<file path="config.mk">
export PLATFORM = sky130hd
export DESIGN_NAME = tpkv_ctrl
export DESIGN_NICKNAME = d
export VERILOG_FILES = /design/src/rtl/core/tpkv_pkg.sv /design/src/rtl/core/tpkv_ctrl.sv
export SDC_FILE = /design/constraint.sdc
export NUM_CORES = 1
export LEC_CHECK = 0
export BUFFER_PORTS_ARGS = -buffer_cell sky130_fd_sc_hd__buf_2
export CORE_MARGIN = 2
export CORE_UTILIZATION = 50
export CTS_CLUSTER_SIZE = 28
export DETAILED_ROUTE_END_ITERATION = 10
export HOLD_SLACK_MARGIN = 0.03
export PLACE_DENSITY = 0.85
export SLEW_MARGIN = 20
export SYNTH_ARGS = -nofsm -noshare
export SYNTH_HDL_FRONTEND = slang
export SYNTH_SLANG_ARGS = --single-unit
</file>
<file path="constraint.sdc">
create_clock -name clk -period 2.9 [get_ports clk]
set_input_delay 0.725 -clock clk [delete_from_list [all_inputs] [get_ports clk]]
set_output_delay 0.725 -clock clk [all_outputs]
set_load 0.005 [all_outputs]
</file>
<file path="src/rtl/core/tpkv_pkg.sv">
// ----------------------------------------------------------------------------
// tpkv_pkg
// Shared constants, codes and interface types of the two-page key/value store.
// ----------------------------------------------------------------------------
package tpkv_pkg;

    localparam int SLOTS_PER_PAGE = 256;
    localparam int RECS           = SLOTS_PER_PAGE - 1;
    localparam int IDX_W          = $clog2(SLOTS_PER_PAGE);
    localparam int ADDR_W         = IDX_W + 1;
    localparam int MAX_KEYS       = 6;
    localparam int KC_W           = 3;

    localparam logic [IDX_W-1:0] RECS_IDX = IDX_W'(RECS);

    localparam logic [15:0] H_ERASED = 16'hFFFF;
    localparam logic [15:0] H_RECV   = 16'hEEEE;
    localparam logic [15:0] H_VALID  = 16'h0000;
    localparam logic [15:0] KEY_NONE = 16'hFFFF;

    localparam logic [1:0] ST_OK       = 2'd0;
    localparam logic [1:0] ST_NOTFOUND = 2'd1;
    localparam logic [1:0] ST_NOPAGE   = 2'd2;
    localparam logic [1:0] ST_FULL     = 2'd3;

    localparam logic [1:0] FN_READ  = 2'd0;
    localparam logic [1:0] FN_WRITE = 2'd1;
    localparam logic [1:0] FN_INIT  = 2'd2;

    localparam logic [1:0] HC_ERASED = 2'd0;
    localparam logic [1:0] HC_RECV   = 2'd1;
    localparam logic [1:0] HC_VALID  = 2'd2;
    localparam logic [1:0] HC_OTHER  = 2'd3;

    localparam logic [2:0] CFG_KEY_COUNT = 3'd0;
    localparam logic [2:0] CFG_KEY_LAST  = 3'd6;

    typedef struct packed {
        logic        load_in;
        logic        scan_start;
        logic        append;
        logic        pg_load;
        logic        pg_val;
        logic        erase_en;
        logic        erase_pg;
        logic        hand_en;
        logic        hand_pg;
        logic [15:0] hand_val;
        logic        format;
        logic        kidx_clr;
        logic        kidx_inc;
        logic        cur_from_table;
        logic        skip_issue;
        logic        skip_capture;
    } cmd_t;

    typedef struct packed {
        logic [1:0]  app_st;
        logic        scan_done;
        logic [1:0]  scan_st;
        logic [15:0] cur_val;
        logic        rd_none;
        logic        rd_pg;
        logic        pg;
        logic [1:0]  h0c;
        logic [1:0]  h1c;
        logic        kidx_end;
        logic        key_is_skip;
    } sts_t;

    function automatic logic [1:0] hdr_class(input logic [15:0] h);
        logic [1:0] c;
        case (h)
            H_ERASED: c = HC_ERASED;
            H_RECV:   c = HC_RECV;
            H_VALID:  c = HC_VALID;
            default:  c = HC_OTHER;
        endcase
        return c;
    endfunction

endpackage

</file>
<file path="src/rtl/core/tpkv_ctrl.sv">
// ----------------------------------------------------------------------------
// tpkv_ctrl
// Controller: sequences read, write, page transfer and init repair.
// ----------------------------------------------------------------------------
module tpkv_ctrl (
    input  logic                  clk,
    input  logic                  rst_n,
    input  logic                  s_tvalid,
    output logic                  s_tready,
    input  logic [1:0]            func,
    output logic                  m_tvalid,
    input  logic                  m_tready,
    output logic [15:0]           read_value,
    output logic [1:0]            status,
    output tpkv_pkg::cmd_t        cmd,
    input  tpkv_pkg::sts_t        sts
);
    import tpkv_pkg::*;

    localparam logic [4:0] S_IDLE     = 5'd0;
    localparam logic [4:0] S_RD_START = 5'd1;
    localparam logic [4:0] S_RD_WAIT  = 5'd2;
    localparam logic [4:0] S_W_APP    = 5'd3;
    localparam logic [4:0] S_W_OLD    = 5'd4;
    localparam logic [4:0] S_W_RECV   = 5'd5;
    localparam logic [4:0] S_W_APP2   = 5'd6;
    localparam logic [4:0] S_CP_CHK   = 5'd7;
    localparam logic [4:0] S_CP_SCAN  = 5'd8;
    localparam logic [4:0] S_CP_WAIT  = 5'd9;
    localparam logic [4:0] S_CP_APP   = 5'd10;
    localparam logic [4:0] S_W_FIN    = 5'd11;
    localparam logic [4:0] S_INIT     = 5'd12;
    localparam logic [4:0] S_I_SKIP0  = 5'd13;
    localparam logic [4:0] S_I_SKIP1  = 5'd14;
    localparam logic [4:0] S_I_FIN    = 5'd15;
    localparam logic [4:0] S_DONE     = 5'd16;

    logic [4:0]  state_reg, state_next;
    logic        ret_init_reg, ret_init_next;
    logic [15:0] res_rv_reg, res_rv_next;
    logic [1:0]  res_st_reg, res_st_next;
    logic        out_valid_reg;
    logic [15:0] out_rv_reg;
    logic [1:0]  out_st_reg;
    logic        accept, out_load;

    assign s_tready = (state_reg == S_IDLE);
    assign accept   = s_tvalid && s_tready;
    assign out_load = (state_reg == S_DONE) && (!out_valid_reg || m_tready);

    always_comb
    begin
        state_next    = state_reg;
        ret_init_next = ret_init_reg;
        res_rv_next   = res_rv_reg;
        res_st_next   = res_st_reg;
        cmd           = '0;
        case (state_reg)
            S_IDLE:
            begin
                if (accept)
                begin
                    cmd.load_in = 1'b1;
                    res_rv_next = '0;
                    res_st_next = ST_OK;
                    case (func)
                        FN_READ:  state_next = S_RD_START;
                        FN_WRITE: state_next = S_W_APP;
                        FN_INIT:  state_next = S_INIT;
                        default:  state_next = S_DONE;
                    endcase
                end
            end
            S_RD_START:
            begin
                cmd.scan_start = 1'b1;
                state_next     = S_RD_WAIT;
            end
            S_RD_WAIT:
            begin
                if (sts.scan_done)
                begin
                    res_st_next = sts.scan_st;
                    res_rv_next = (sts.scan_st == ST_OK) ? sts.cur_val : '0;
                    state_next  = S_DONE;
                end
            end
            S_W_APP:
            begin
                cmd.append = 1'b1;
                if (sts.app_st == ST_FULL)
                    state_next = S_W_OLD;
                else
                begin
                    res_st_next = sts.app_st;
                    state_next  = S_DONE;
                end
            end
            S_W_OLD:
            begin
                cmd.pg_load = 1'b1;
                cmd.pg_val  = sts.rd_pg;
                if (sts.rd_none)
                begin
                    res_st_next = ST_NOPAGE;
                    state_next  = S_DONE;
                end
                else
                    state_next = S_W_RECV;
            end
            S_W_RECV:
            begin
                cmd.hand_en  = 1'b1;
                cmd.hand_pg  = ~sts.pg;
                cmd.hand_val = H_RECV;
                state_next   = S_W_APP2;
            end
            S_W_APP2:
            begin
                cmd.append = 1'b1;
                if (sts.app_st != ST_OK)
                begin
                    res_st_next = sts.app_st;
                    state_next  = S_DONE;
                end
                else
                begin
                    cmd.kidx_clr  = 1'b1;
                    ret_init_next = 1'b0;
                    state_next    = S_CP_CHK;
                end
            end
            S_CP_CHK:
            begin
                if (sts.kidx_end)
                    state_next = ret_init_reg ? S_I_FIN : S_W_FIN;
                else if (sts.key_is_skip)
                    cmd.kidx_inc = 1'b1;
                else
                begin
                    cmd.cur_from_table = 1'b1;
                    state_next         = S_CP_SCAN;
                end
            end
            S_CP_SCAN:
            begin
                cmd.scan_start = 1'b1;
                state_next     = S_CP_WAIT;
            end
            S_CP_WAIT:
            begin
                if (sts.scan_done)
                begin
                    if (sts.scan_st == ST_OK)
                        state_next = S_CP_APP;
                    else
                    begin
                        cmd.kidx_inc = 1'b1;
                        state_next   = S_CP_CHK;
                    end
                end
            end
            S_CP_APP:
            begin
                cmd.append = 1'b1;
                if (sts.app_st != ST_OK)
                begin
                    res_st_next = sts.app_st;
                    state_next  = S_DONE;
                end
                else
                begin
                    cmd.kidx_inc = 1'b1;
                    state_next   = S_CP_CHK;
                end
            end
            S_W_FIN:
            begin
                cmd.erase_en = 1'b1;
                cmd.erase_pg = sts.pg;
                cmd.hand_en  = 1'b1;
                cmd.hand_pg  = ~sts.pg;
                cmd.hand_val = H_VALID;
                state_next   = S_DONE;
            end
            S_INIT:
            begin
                state_next = S_DONE;
                case (sts.h0c)
                    HC_ERASED:
                    begin
                        if (sts.h1c == HC_VALID)
                        begin
                            cmd.erase_en = 1'b1;
                            cmd.erase_pg = 1'b0;
                        end
                        else if (sts.h1c == HC_RECV)
                        begin
                            cmd.erase_en = 1'b1;
                            cmd.erase_pg = 1'b0;
                            cmd.hand_en  = 1'b1;
                            cmd.hand_pg  = 1'b1;
                            cmd.hand_val = H_VALID;
                        end
                        else
                            cmd.format = 1'b1;
                    end
                    HC_RECV:
                    begin
                        if (sts.h1c == HC_VALID)
                        begin
                            cmd.pg_load = 1'b1;
                            cmd.pg_val  = 1'b0;
                            state_next  = S_I_SKIP0;
                        end
                        else if (sts.h1c == HC_ERASED)
                        begin
                            cmd.erase_en = 1'b1;
                            cmd.erase_pg = 1'b1;
                            cmd.hand_en  = 1'b1;
                            cmd.hand_pg  = 1'b0;
                            cmd.hand_val = H_VALID;
                        end
                        else
                            cmd.format = 1'b1;
                    end
                    HC_VALID:
                    begin
                        if (sts.h1c == HC_VALID)
                            cmd.format = 1'b1;
                        else if (sts.h1c == HC_ERASED)
                        begin
                            cmd.erase_en = 1'b1;
                            cmd.erase_pg = 1'b1;
                        end
                        else
                        begin
                            cmd.pg_load = 1'b1;
                            cmd.pg_val  = 1'b1;
                            state_next  = S_I_SKIP0;
                        end
                    end
                    default: cmd.format = 1'b1;
                endcase
            end
            S_I_SKIP0:
            begin
                cmd.skip_issue = 1'b1;
                state_next     = S_I_SKIP1;
            end
            S_I_SKIP1:
            begin
                cmd.skip_capture = 1'b1;
                cmd.kidx_clr     = 1'b1;
                ret_init_next    = 1'b1;
                state_next       = S_CP_CHK;
            end
            S_I_FIN:
            begin
                cmd.hand_en  = 1'b1;
                cmd.hand_pg  = sts.pg;
                cmd.hand_val = H_VALID;
                cmd.erase_en = 1'b1;
                cmd.erase_pg = ~sts.pg;
                state_next   = S_DONE;
            end
            S_DONE:
            begin
                if (out_load)
                    state_next = S_IDLE;
            end
            default: state_next = S_IDLE;
        endcase
    end

    always_ff @(posedge clk or negedge rst_n)
    begin
        if (!rst_n)
        begin
            state_reg     <= S_IDLE;
            ret_init_reg  <= 1'b0;
            out_valid_reg <= 1'b0;
        end
        else
        begin
            state_reg    <= state_next;
            ret_init_reg <= ret_init_next;
            if (out_load)
                out_valid_reg <= 1'b1;
            else if (m_tready)
                out_valid_reg <= 1'b0;
        end
    end

    always_ff @(posedge clk)
    begin
        res_rv_reg <= res_rv_next;
        res_st_reg <= res_st_next;
        if (out_load)
        begin
            out_rv_reg <= res_rv_reg;
            out_st_reg <= res_st_reg;
        end
    end

    assign m_tvalid   = out_valid_reg;
    assign read_value = out_rv_reg;
    assign status     = out_st_reg;

endmodule

</file>
# [Yosys cells after proc, flatten, opt, wreduce, memory -nomap -nowiden]
# Index checks and enable logic that the tools add are counted.
[op_classes] n_mux=66 eq_ne=32 bitwise_logic=1 n_reduce_logical=22
[op_table] operator="$pmux 5 s15" count=1
[op_table] operator="$pmux 18 s4" count=1
[op_table] operator="$mux 5" count=12
[op_table] operator="$mux 16" count=3
[op_table] operator="$eq 5x4->1 const B" count=8
[op_table] operator="$mux 20" count=2
[op_table] operator="$pmux 18 s2" count=1
[op_table] operator="$pmux 16 s2" count=1
[op_table] operator="$mux 21" count=1
[op_table] operator="$eq 5x3->1 const B" count=4
[op_table] operator="$mux 2" count=10
[op_table] operator="$mux 1" count=19
[op_table] operator="$mux 19" count=1
[op_table] operator="$pmux 5 s3" count=1
[op_table] operator="$ne 2x2->1 const B" count=6
[op_table] operator="$pmux 2 s3" count=2
[op_table] operator="$eq 5x2->1 const B" count=2
[op_table] operator="$pmux 2 s5" count=1
[op_table] operator="$pmux 5 s2" count=1
[op_table] operator="$eq 2x2->1 const B" count=4
[op_table] operator="$logic_not 2->1" count=4
[op_table] operator="$mux 4" count=2
[op_table] operator="$pmux 2 s2" count=2
[op_table] operator="$reduce_bool 2->1" count=4
[op_table] operator="20 further kinds" count=28
[totals] inputBits=36 regBits=43

# [Logic depth before layout (Yosys ltp)]
# Gate-level depths: netlist (run 1).
[logic_depth] depth_word=5 mapped_depth=6 mapped_depth_nobuf=6

# [Least setup slack after synthesis (run 1)]
# No wires, ideal clock.
[synth_timing] path_kind="input port to output port" from="input sts[2] (netlist bit)" to="output cmd[27] (netlist bit)" arrival_time_ps=1938 cell_stages=5 required_ps=2175 setup_slack_ps=237 path_cell_list="inv_1 ha_1 or3b_4 a2111oi_4 or2_1"
[synth_lines] element="from (decl)" line="tpkv_ctrl.sv:16" rtl="input tpkv_pkg::sts_t sts"
[synth_lines] element="to (decl)" line="tpkv_ctrl.sv:15" rtl="output tpkv_pkg::cmd_t cmd,"

==> flow_metrics.py, run 1 <==
metrics = {
    "run_status": {
        "outcome": "completed",
    },
    "worst_setup_path": {
        "crit_chain": "buf_2 > inv_1 > ha_1 > or3b_4 > a2111oi_4 > or2_1 > buf_2",
        "path_common_cell": "buf_2",
        "critPathLaunch": "sts[2]",
        "max_stage_delay_ns": 0.41,
        "cp.depth": 7,
        "r2r_cells": 4,
        "timing.rr.start": "state_reg[1]",
        "endpoint_kind": "output pin",
        "crit_family": "simple AND/OR/NAND/NOR gates",
        "worstPathRequired_ns": 2.17,
        "rr_endpoint": "res_st_reg[1]",
        "crit_path_max_fanout": 2,
        "crit_buf_inv": 3,
        "startpoint_type": "input pin",
        "worstPathArrival_ns": 2.06,
        "cp_slowest_cell": "or3b_4",
        "endpoint": "cmd[27]",
        "reg2reg_slack_ns": 0.81,
        "crit_type": "in -> out",
    },
    "sta": {
        "finalMaxSlewViolations": 0,
        "fin_crit_sh": 0.959,
        "worstMarginPinSlew_ns": 0.640,
        "hold_violations": 0,
        "rsz0062_at_grt": "false",
        "hold_ws_ns": 0.261,
        "setup_slack_ns": 0.118,
        "skew_ns": 0.00306,
        "fmax_ghz": 0.359,
        "fin_setup_tns_ns": 0,
        "setup_viol": 0,
        "slew_headroom": 0.570,
        "min_period_ns": 2.78,
    },
    "clock_tree": {
        "cts_buffer_depth": 2,
        "insertion_delay_ns": 0.28,
        "cts.sinks": 43,
        "cts_root_buffer": "clkbuf_8",
        "path_clk_slew_ns": 0.08,
        "cts_buffers": 5,
        "cts_resized": 0,
        "cts_tree": "done",
        "htree_levels": 2,
    },
    "pwr": {
        "p_leak_nw": 1.35,
        "p_comb_frac": 0.398,
        "pwr-share-seq": 0.450,
        "powerDensity_mw_per_mm2": 758,
        "p_switching_mw": 0.852,
        "p_sw_frac": 0.366,
        "p_total_mw": 2.32,
        "clkPwrFrac": 0.153,
        "max-vdd-ir-drop_uv": 467,
        "p_int_mw": 1.47,
    },
    "flow_run": {
        "maxCapViolCount": 0,
    },
    "min_path": {
        "min_path_type": "in -> async",
    },
    "global_routing": {
        "grt_overflow": 0,
        "grt.total_usage": 0.201,
        "grt_pass1_wl_um": 8600,
        "antenna_found_initial": 0,
        "grt_pass1_vias": 1838,
        "grt_max_degree": 19,
    },
    "layout": {
        "final_core_util": 0.612,
        "mostFrequentLayoutCell": "buf_2",
        "finalNonFillerCells": 385,
        "fillers": 466,
        "drive_above_1_share": 0.365,
        "n_antenna_cell": 0,
        "layout_common_cells": "82 x buf_2, 36 x edfxtp_1, 19 x and2_1",
        "fin_nets": 357,
        "area_growth_pct": 20.0,
        "postLayoutCellArea_mm2": 0.00307,
    },
    "logic_synthesis": {
        "ys_types": 59,
        "yosysWarnings": 0,
        "syn_avg_cell_area_um2": 10.8,
        "synth_ff_type": "edfxtp_1",
        "synth_edf_count": 36,
        "synthCells": 236,
        "synthArstFlopShare": 0.163,
        "syn_area_mm2": 0.00256,
        "ys_seq_area_frac": 0.491,
        "ys_ff_latch": 43,
    },
    "placement": {
        "dp_slack_ns": 0.0667,
        "io_buffers": 82,
        "placed_cells": 377,
        "gp_congestion": 0.917,
        "dp_hpwl_um": 4400,
        "place_area_mm2": 0.00298,
    },
    "routing": {
        "drt_first_pass_iters": 4,
        "post_drt_via_cell_ratio": 5.38,
        "wirelength_um": 5630,
        "drt-wirelength-per-cell_um": 14.6,
        "drt_iter0_markers": 109,
        "drtAntennaViolNets": 0,
        "drt_drc_violations_left": 0,
        "vias": 2072,
    },
    "floorplan": {
        "die_h_um": 75.5,
        "die_w_um": 75.5,
        "io_pins": 87,
        "core-area_mm2": 0.00501,
        "row_count": 26,
        "initial_utilization": 0.510,
        "die_area_mm2": 0.00570,
    },
}
## cell families (layout without fill, tap and decap cells)
family | Yosys count | count (layout) | share of synthesized area
AOI/OAI and AO/OA | 44 | 44 | 0.134
xor gates and xnor gates | 3 | 3 | 0.0103
adders and majority gates | 8 | 8 | 0.0382
buffers and inverters | 38 | 114 | 0.0886
DFF | 43 | 43 | 0.491
muxes | 1 | 1 | 0.00392
other | 1 | 4 | 0.00147
and+or+nand+nor | 98 | 98 | 0.232
## metal layers
| layer | GRT usage | routed length [µm] | up-vias |
|---|---|---|---|
| li1 | - | - | 1002 |
| met4 | 0.0429 | 23 | 0 |
| met2 | 0.328 | 2780 | 94 |
| met1 | 0.274 | 2410 | 972 |
| met3 | 0.0503 | 416 | 4 |
| met5 | 0 | 0 | - |
## timing repair
| action | CTS | global route |
|---|---|---|
| hold buffers | 0 | 0 |
| setup endpoints to repair | 0 | 1 |
| buffers inserted | 0 | 0 |
## worst register-to-register path: stages, from the launching register on
cell	delay, ns
dfrtp_1	0.69
nor3b_2	0.44
and2_1	0.27
nor3_1	0.07
o311a_1	0.38
## cell usage after synthesis, types with 3 or more instances
library cell / count / area (µm²)
and2_1: 19 / 119
edfxtp_1: 36 / 1080
and3_1: 3 / 18.8
buf_4: 17 / 128
nand2b_1: 7 / 43.8
nand3_1: 5 / 25.0
nand2_1: 16 / 60.1
dfrtp_1: 7 / 175
buf_2: 10 / 50.1
nand3b_1: 3 / 22.5
a21oi_1: 8 / 40.0
ha_1: 7 / 87.6
nor4_1: 3 / 18.8
nor2_1: 13 / 48.8
inv_1: 10 / 37.5
nor3_1: 9 / 45.0
o21ai_0: 8 / 40.0
## cell type report
cell class / count / area (µm²) / share of cell area
repair buffers: 96 / 515 / 0.168
well taps: 70 / 87.6 / 0.0286
clock inverters: 2 / 12.5 / 0.00408
multi-input cells: 158 / 1080 / 0.354
clock buffers: 6 / 72.6 / 0.0237
flip-flops and latches: 43 / 1260 / 0.410
inverters: 10 / 37.5 / 0.0122
## power groups by stage
stage / Sequential, mW / Clock (mW) / Combinational (mW)
after floorplan: 0.977 / 0 / 0.709
after global placement: 1.05 / 0 / 0.904
after detailed placement: 1.06 / 0 / 0.913
after CTS: 1.04 / 0.366 / 0.920
after global routing: 1.07 / 0.394 / 1.03
final: 1.05 / 0.354 / 0.924
## worst min-delay path by stage
stage | from | end | slack, ns
after floorplan | res_rv_reg[0] | read_value[0] | 0.40
after global placement | res_rv_reg[6] | read_value[6] | 0.40
after detailed placement | res_rv_reg[2] | read_value[2] | 0.40
after CTS | rst_n | ret_init_reg | 0.26
after global routing | rst_n | ret_init_reg | 0.26
final | rst_n | ret_init_reg | 0.26
No activity file was read; power rests on OpenSTA's default activity.
==> inputs of run 2 (changes only) <==
--- a/config.mk
+++ b/config.mk
@@ -5,6 +5,7 @@
 export SDC_FILE = /design/constraint.sdc
 export NUM_CORES = 1
 export LEC_CHECK = 0
+export ABC_AREA = 1
 export BUFFER_PORTS_ARGS = -buffer_cell sky130_fd_sc_hd__buf_2
 export CORE_MARGIN = 2
 export CORE_UTILIZATION = 50
==> run 2 against run 1 <==
Maximum frequency increased by 7.6%. Wire length decreased by 3.0%. Highest routed layer unchanged. Register-to-register slack improved by 0.27 ns. Setup slack improved by 0.20 ns. Sequential power decreased by 4%. Area after synthesis decreased by 2.0%. Die area decreased by 1.9%. Core utilization increased by 1.9 points. Synthesized cell count increased by 19%. Worst hold slack got worse by 0.017 ns.
==> flow_metrics.py, run 2 <==
metrics = {
    "logic_synthesis": {
        "yosysWarnings": 0,
        "synthTopCellsByArea": "edfxtp_1 43%, nand2_1 7.9%, dfrtp_1 7.0%, inv_1 6.9%, nor2_1 6.3%",
        "synthArstFlopShare": 0.163,
        "syn_avg_cell_area_um2": 8.95,
        "ys_seq_area_frac": 0.501,
        "ys_ff_latch": 43,
        "synth_most_common_cell": "nand2_1",
        "ys_types": 31,
        "synth_top_cell_by_area": "edfxtp_1",
        "synth_edf_count": 36,
        "synth_ff_type": "edfxtp_1",
        "syn_area_mm2": 0.00250,
        "synth_common_cells": "53 x nand2_1, 46 x inv_1, 42 x nor2_1",
        "synth.top_cell.area_share": 0.432,
        "synthCells": 280,
    },
    "global_routing": {
        "grt.total_usage": 0.203,
        "grt_max_degree": 19,
        "grt_pass1_vias": 1857,
        "antenna_found_initial": 0,
        "grt_overflow": 0,
        "grt_pass1_wl_um": 8310,
    },
    "clock_tree": {
        "htree_levels": 2,
        "path_clk_slew_ns": 0.08,
        "cts.sinks": 43,
        "cts_buffers": 5,
        "postCtsSetupBuffers": 0,
        "cts_root_buffer": "clkbuf_8",
        "cts_resized": 0,
        "insertion_delay_ns": 0.30,
        "cts_hold_buf": 0,
        "cts_buffer_depth": 2,
        "cts_tree": "done",
    },
    "pwr": {
        "max-vdd-ir-drop_uv": 386,
        "powerDensity_mw_per_mm2": 731,
        "p_leak_nw": 1.57,
    },
    "layout": {
        "area_growth_pct": 20.6,
        "n_antenna_cell": 0,
        "regArea_mm2": 0.00126,
        "fillers": 413,
        "mostFrequentLayoutCell": "buf_2",
        "drive_above_1_share": 0.351,
        "layout_common_cells": "82 x buf_2, 53 x nand2_1, 46 x inv_1",
        "multi_input_area_um2": 942,
        "postLayoutCellArea_mm2": 0.00302,
        "fin_nets": 401,
    },
    "floorplan": {
        "die_h_um": 74.8,
        "die_w_um": 74.8,
        "die_area_mm2": 0.00559,
        "row_count": 25,
        "io_pins": 87,
        "core-area_mm2": 0.00479,
        "initial_utilization": 0.523,
    },
    "routing": {
        "drt_iter0_markers": 111,
        "drtAntennaViolNets": 0,
        "drt_first_pass_iters": 4,
        "wirelength_um": 5460,
        "post_drt_via_cell_ratio": 4.77,
        "drt_drc_violations_left": 0,
        "drt-wirelength-per-cell_um": 12.8,
        "vias": 2030,
    },
    "sta": {
        "hold_ws_ns": 0.244,
        "hold_violations": 0,
        "finalMaxSlewViolations": 0,
        "setup_slack_ns": 0.314,
        "fin_setup_tns_ns": 0,
        "fmax_ghz": 0.387,
        "fin_crit_sh": 0.892,
        "rsz0062_at_grt": "false",
        "min_period_ns": 2.59,
        "skew_ns": 0.00640,
        "setup_viol": 0,
    },
    "placement": {
        "gp_congestion": 0.955,
        "dp_slack_ns": 0.316,
        "dp_hpwl_um": 4450,
        "io_buffers": 82,
        "place_area_mm2": 0.00291,
    },
    "worst_setup_path": {
        "worstPathRequired_ns": 2.17,
        "worstPathArrival_ns": 1.86,
        "crit_path_max_fanout": 4,
        "startpoint_type": "input pin",
        "crit_type": "in -> out",
        "endpoint_kind": "output pin",
    },
    "flow_run": {
        "maxCapViolCount": 0,
    },
    "min_path": {
        "min_path_type": "in -> async",
    },
    "run_status": {
        "outcome": "completed",
    },
}
run 2: changes by cell type after synthesis, sizes merged, moves of 11 or more:
| cell | delta |
|---|---|
| and2 | -19 |
| buf | -11 |
| inv | +40 |
| nand2 | +44 |
| nand3 | +16 |
| nor2 | +40 |
run 2: per-stage QoR:
| step | power, mW | std cells | utilization |
|---|---|---|---|
| floorplan | 1.51 | 283 | - |
| global placement | 1.74 | 418 | 0.608 |
| detailed placement | 1.76 | 418 | 0.608 |
| CTS | 2.22 | 426 | 0.631 |
| global route | 2.34 | 426 | 0.631 |
| finish | 2.21 | 426 | 0.631 |
run 2: per-layer routing:
| metal | up-vias | part of all wire | GRT usage | routed length (µm) |
|---|---|---|---|---|
| li1 | 1031 | - | - | - |
| met1 | 927 | 0.43 | 0.250 | 2330 |
| met2 | 63 | 0.51 | 0.347 | 2800 |
| met3 | 9 | 0.042 | 0.0442 | 230 |
| met4 | 0 | 0.018 | 0.0833 | 97 |
| met5 | - | 0 | 0 | 0 |
run 2: final cells by class:
type / instances / area share
Inverter: 50 / 0.0638
Clock inverter: 3 / 0.0145
Tap cell: 67 / 0.0278
Multi-Input combinational cell: 173 / 0.312
Sequential cell: 43 / 0.416
Clock buffer: 5 / 0.0228
Timing Repair Buffer: 85 / 0.143
run 2: worst paths after layout:
kind | startpoint | endpoint | slack, ns | cells after the start
setup / recovery | sts[4] | cmd[25] | 0.31 | 7
hold / removal | rst_n | ret_init_reg | 0.24 | 1
setup reg to reg | state_reg[0] | res_rv_reg[5] | 1.08 | 6
hold reg to reg | res_rv_reg[5] | read_value[5] | 0.42 | 0
max in group asynchronous | rst_n | state_reg[1] | 2.50 | 1
min in group clk | res_rv_reg[5] | read_value[5] | 0.42 | 0
run 2: kinds of logic (layout without fill, tap and decap cells):
| group | count (synthesis) | count (layout) | synth area share |
|---|---|---|---|
| simple gates | 142 | 142 | 0.283 |
| buf+inv | 67 | 143 | 0.127 |
| fa+ha+maj | 7 | 7 | 0.0350 |
| compound gates | 20 | 20 | 0.0524 |
| flops | 43 | 43 | 0.502 |
| other cells | 1 | 4 | 0.00150 |
run 2: power breakdown:
| part | switching, mW | total (mW) | internal (mW) |
|---|---|---|---|
| logic | 0.481 | 0.740 | 0.258 |
| clock network | 0.202 | 0.459 | 0.256 |
| registers | 0.0917 | 1.01 | 0.917 |
run 2: critical path, stage by stage:
cell and delay, ns:
buf_2 0.10, inv_1 0.06, ha_1 0.23, o21ai_0 0.29, a21boi_0 0.24, o22ai_1 0.08
buf_2 0.13
==> inputs of run 3 (changes only) <==
--- a/config.mk
+++ b/config.mk
@@ -7,8 +7,10 @@
 export LEC_CHECK = 0
 export ABC_AREA = 1
 export BUFFER_PORTS_ARGS = -buffer_cell sky130_fd_sc_hd__buf_2
+export CELL_PAD_IN_SITES_DETAIL_PLACEMENT = 1
+export CELL_PAD_IN_SITES_GLOBAL_PLACEMENT = 2
 export CORE_MARGIN = 2
-export CORE_UTILIZATION = 50
+export CORE_UTILIZATION = 29
 export CTS_CLUSTER_SIZE = 28
 export DETAILED_ROUTE_END_ITERATION = 10
 export HOLD_SLACK_MARGIN = 0.03
==> run 3 against run 2 <==
Sequential power hardly changed. Power is 2.4% lower. Die area is 68% higher. Count of clock-buffer cells in the layout is 1 higher. Critical endpoint unchanged. Largest power group unchanged. Register-to-register slack worse by 0.10 ns. Worst hold slack better by 0.0072 ns. Flip-flop and latch count stayed put. Maximum frequency is 3.7% higher. First-iteration DRC count is 25% lower. Clock skew is 0.00094 ns lower. Sequential share of layout area is 0.38 points lower.
==> flow_metrics.py, run 3 (synthesis results as in run 2) <==
metrics = {
    "run_status": {
        "outcome": "completed",
    },
    "worst_setup_path": {
        "crit_chain": "buf_2 > inv_1 > ha_1 > o21ai_0 > a21boi_0 > o22ai_1 > buf_2",
        "max_stage_delay_ns": 0.23,
        "timing.rr.start": "state_reg[0]",
        "worstPathRequired_ns": 2.17,
        "crit_family": "compound AO/OA/AOI/OAI gates",
        "path_common_cell": "buf_2",
        "rr_endpoint": "res_rv_reg[7]",
        "startpoint_type": "input pin",
        "cp_slowest_cell": "ha_1",
        "endpoint_kind": "output pin",
        "crit_buf_inv": 3,
        "r2r_cells": 6,
        "reg2reg_slack_ns": 0.98,
        "crit_path_max_fanout": 4,
        "worstPathArrival_ns": 1.77,
        "crit_type": "in -> out",
    },
    "pwr": {
        "max-vdd-ir-drop_uv": 214,
        "powerDensity_mw_per_mm2": 707,
        "pwr-share-seq": 0.472,
        "p_int_mw": 1.35,
        "clkPwrFrac": 0.172,
        "p_leak_nw": 1.55,
        "p_switching_mw": 0.809,
        "p_total_mw": 2.15,
        "p_sw_frac": 0.375,
        "p_comb_frac": 0.356,
    },
    "layout": {
        "finalNonFillerCells": 465,
        "postLayoutCellArea_mm2": 0.00305,
        "n_antenna_cell": 0,
        "fin_nets": 402,
        "drive_above_1_share": 0.350,
        "layout_common_cells": "82 x buf_2, 53 x nand2_1, 46 x inv_1",
        "final_core_util": 0.367,
        "mostFrequentLayoutCell": "buf_2",
        "area_growth_pct": 21.7,
    },
    "global_routing": {
        "grt_pass1_wl_um": 10700,
        "grt_pass1_vias": 2185,
        "grt.total_usage": 0.143,
        "grt_overflow": 0,
        "antenna_found_initial": 0,
        "grt_max_degree": 19,
    },
    "floorplan": {
        "die_area_mm2": 0.00940,
        "io_pins": 87,
        "core-area_mm2": 0.00830,
        "initial_utilization": 0.302,
        "row_count": 33,
        "die_h_um": 96.9,
        "die_w_um": 96.9,
    },
    "placement": {
        "io_buffers": 82,
        "dp_slack_ns": 0.407,
        "gp_congestion": 0.834,
        "dp_hpwl_um": 5570,
        "place_area_mm2": 0.00296,
        "placed_cells": 457,
    },
    "sta": {
        "fin_crit_sh": 0.860,
        "hold_ws_ns": 0.251,
        "setup_viol": 0,
        "fmax_ghz": 0.401,
        "min_period_ns": 2.49,
        "setup_slack_ns": 0.406,
        "rsz0062_at_grt": "false",
        "hold_violations": 0,
        "fin_setup_tns_ns": 0,
        "skew_ns": 0.00546,
        "finalMaxSlewViolations": 0,
    },
    "min_path": {
        "min_path_type": "in -> async",
    },
    "routing": {
        "drt_first_pass_iters": 4,
        "drtAntennaViolNets": 0,
        "post_drt_via_cell_ratio": 4.47,
        "wirelength_um": 6690,
        "drt_drc_violations_left": 0,
        "vias": 2079,
        "drt-wirelength-per-cell_um": 14.4,
        "drt_iter0_markers": 83,
    },
    "clock_tree": {
        "cts_tree": "done",
        "postCtsSetupBuffers": 0,
        "cts_resized": 0,
        "cts_buffers": 5,
        "cts_buffer_depth": 2,
        "path_clk_slew_ns": 0.08,
        "cts_hold_buf": 0,
        "cts.sinks": 43,
        "cts_root_buffer": "clkbuf_8",
        "insertion_delay_ns": 0.29,
        "htree_levels": 2,
    },
    "flow_run": {
        "maxCapViolCount": 0,
    },
}
==> run 3: cell types whose count changed in the layout (fill, tap and decap cells not counted) <==
cell / previous run / this run
buf_4: 3 / 4
clkbuf_1: 0 / 1
clkinvlp_4: 0 / 1
bufinv_16: 1 / 0
clkinv_4: 1 / 0
==> run 3: layout make-up <==
| type | instances | area [µm²] |
|---|---|---|
| clock buffers | 6 | 72.6 |
| fillers | 990 | 5250 |
| well taps | 105 | 131 |
| inverters | 50 | 193 |
| flip-flops and latches | 43 | 1260 |
| multi-input cells | 173 | 942 |
| repair buffers | 86 | 440 |
| clock inverters | 2 | 12.5 |
==> run 3: worst max path at each step <==
stage / startpoint / endpoint / cells after the start
2_1_floorplan: state_reg[4] / cmd[22] / 5
3_3_place_gp: sts[4] / cmd[25] / 7
3_5_place_dp: sts[4] / cmd[25] / 7
4_1_cts: sts[4] / cmd[25] / 7
5_1_grt: state_reg[0] / cmd[22] / 6
6_report: sts[4] / cmd[25] / 7
==> run 3: layer usage <==
| layer | wire (µm) | vias up | track usage |
|---|---|---|---|
| met5 | 0 | - | 0 |
| met4 | 132 | 0 | 0.0509 |
| met3 | 292 | 10 | 0.0253 |
| met2 | 3310 | 57 | 0.246 |
| met1 | 2960 | 978 | 0.180 |
| li1 | - | 1034 | - |
==> run 3: power by group through the flow <==
stage                     logic (mW)  registers, mW  clock network (mW)
after CTS                      0.783           1.02               0.385
final                          0.766           1.02               0.371
after floorplan                0.498           1.01                   0
after detailed placement       0.780           1.03                   0
after global placement         0.761           1.02                   0
after global routing           0.852           1.04               0.403
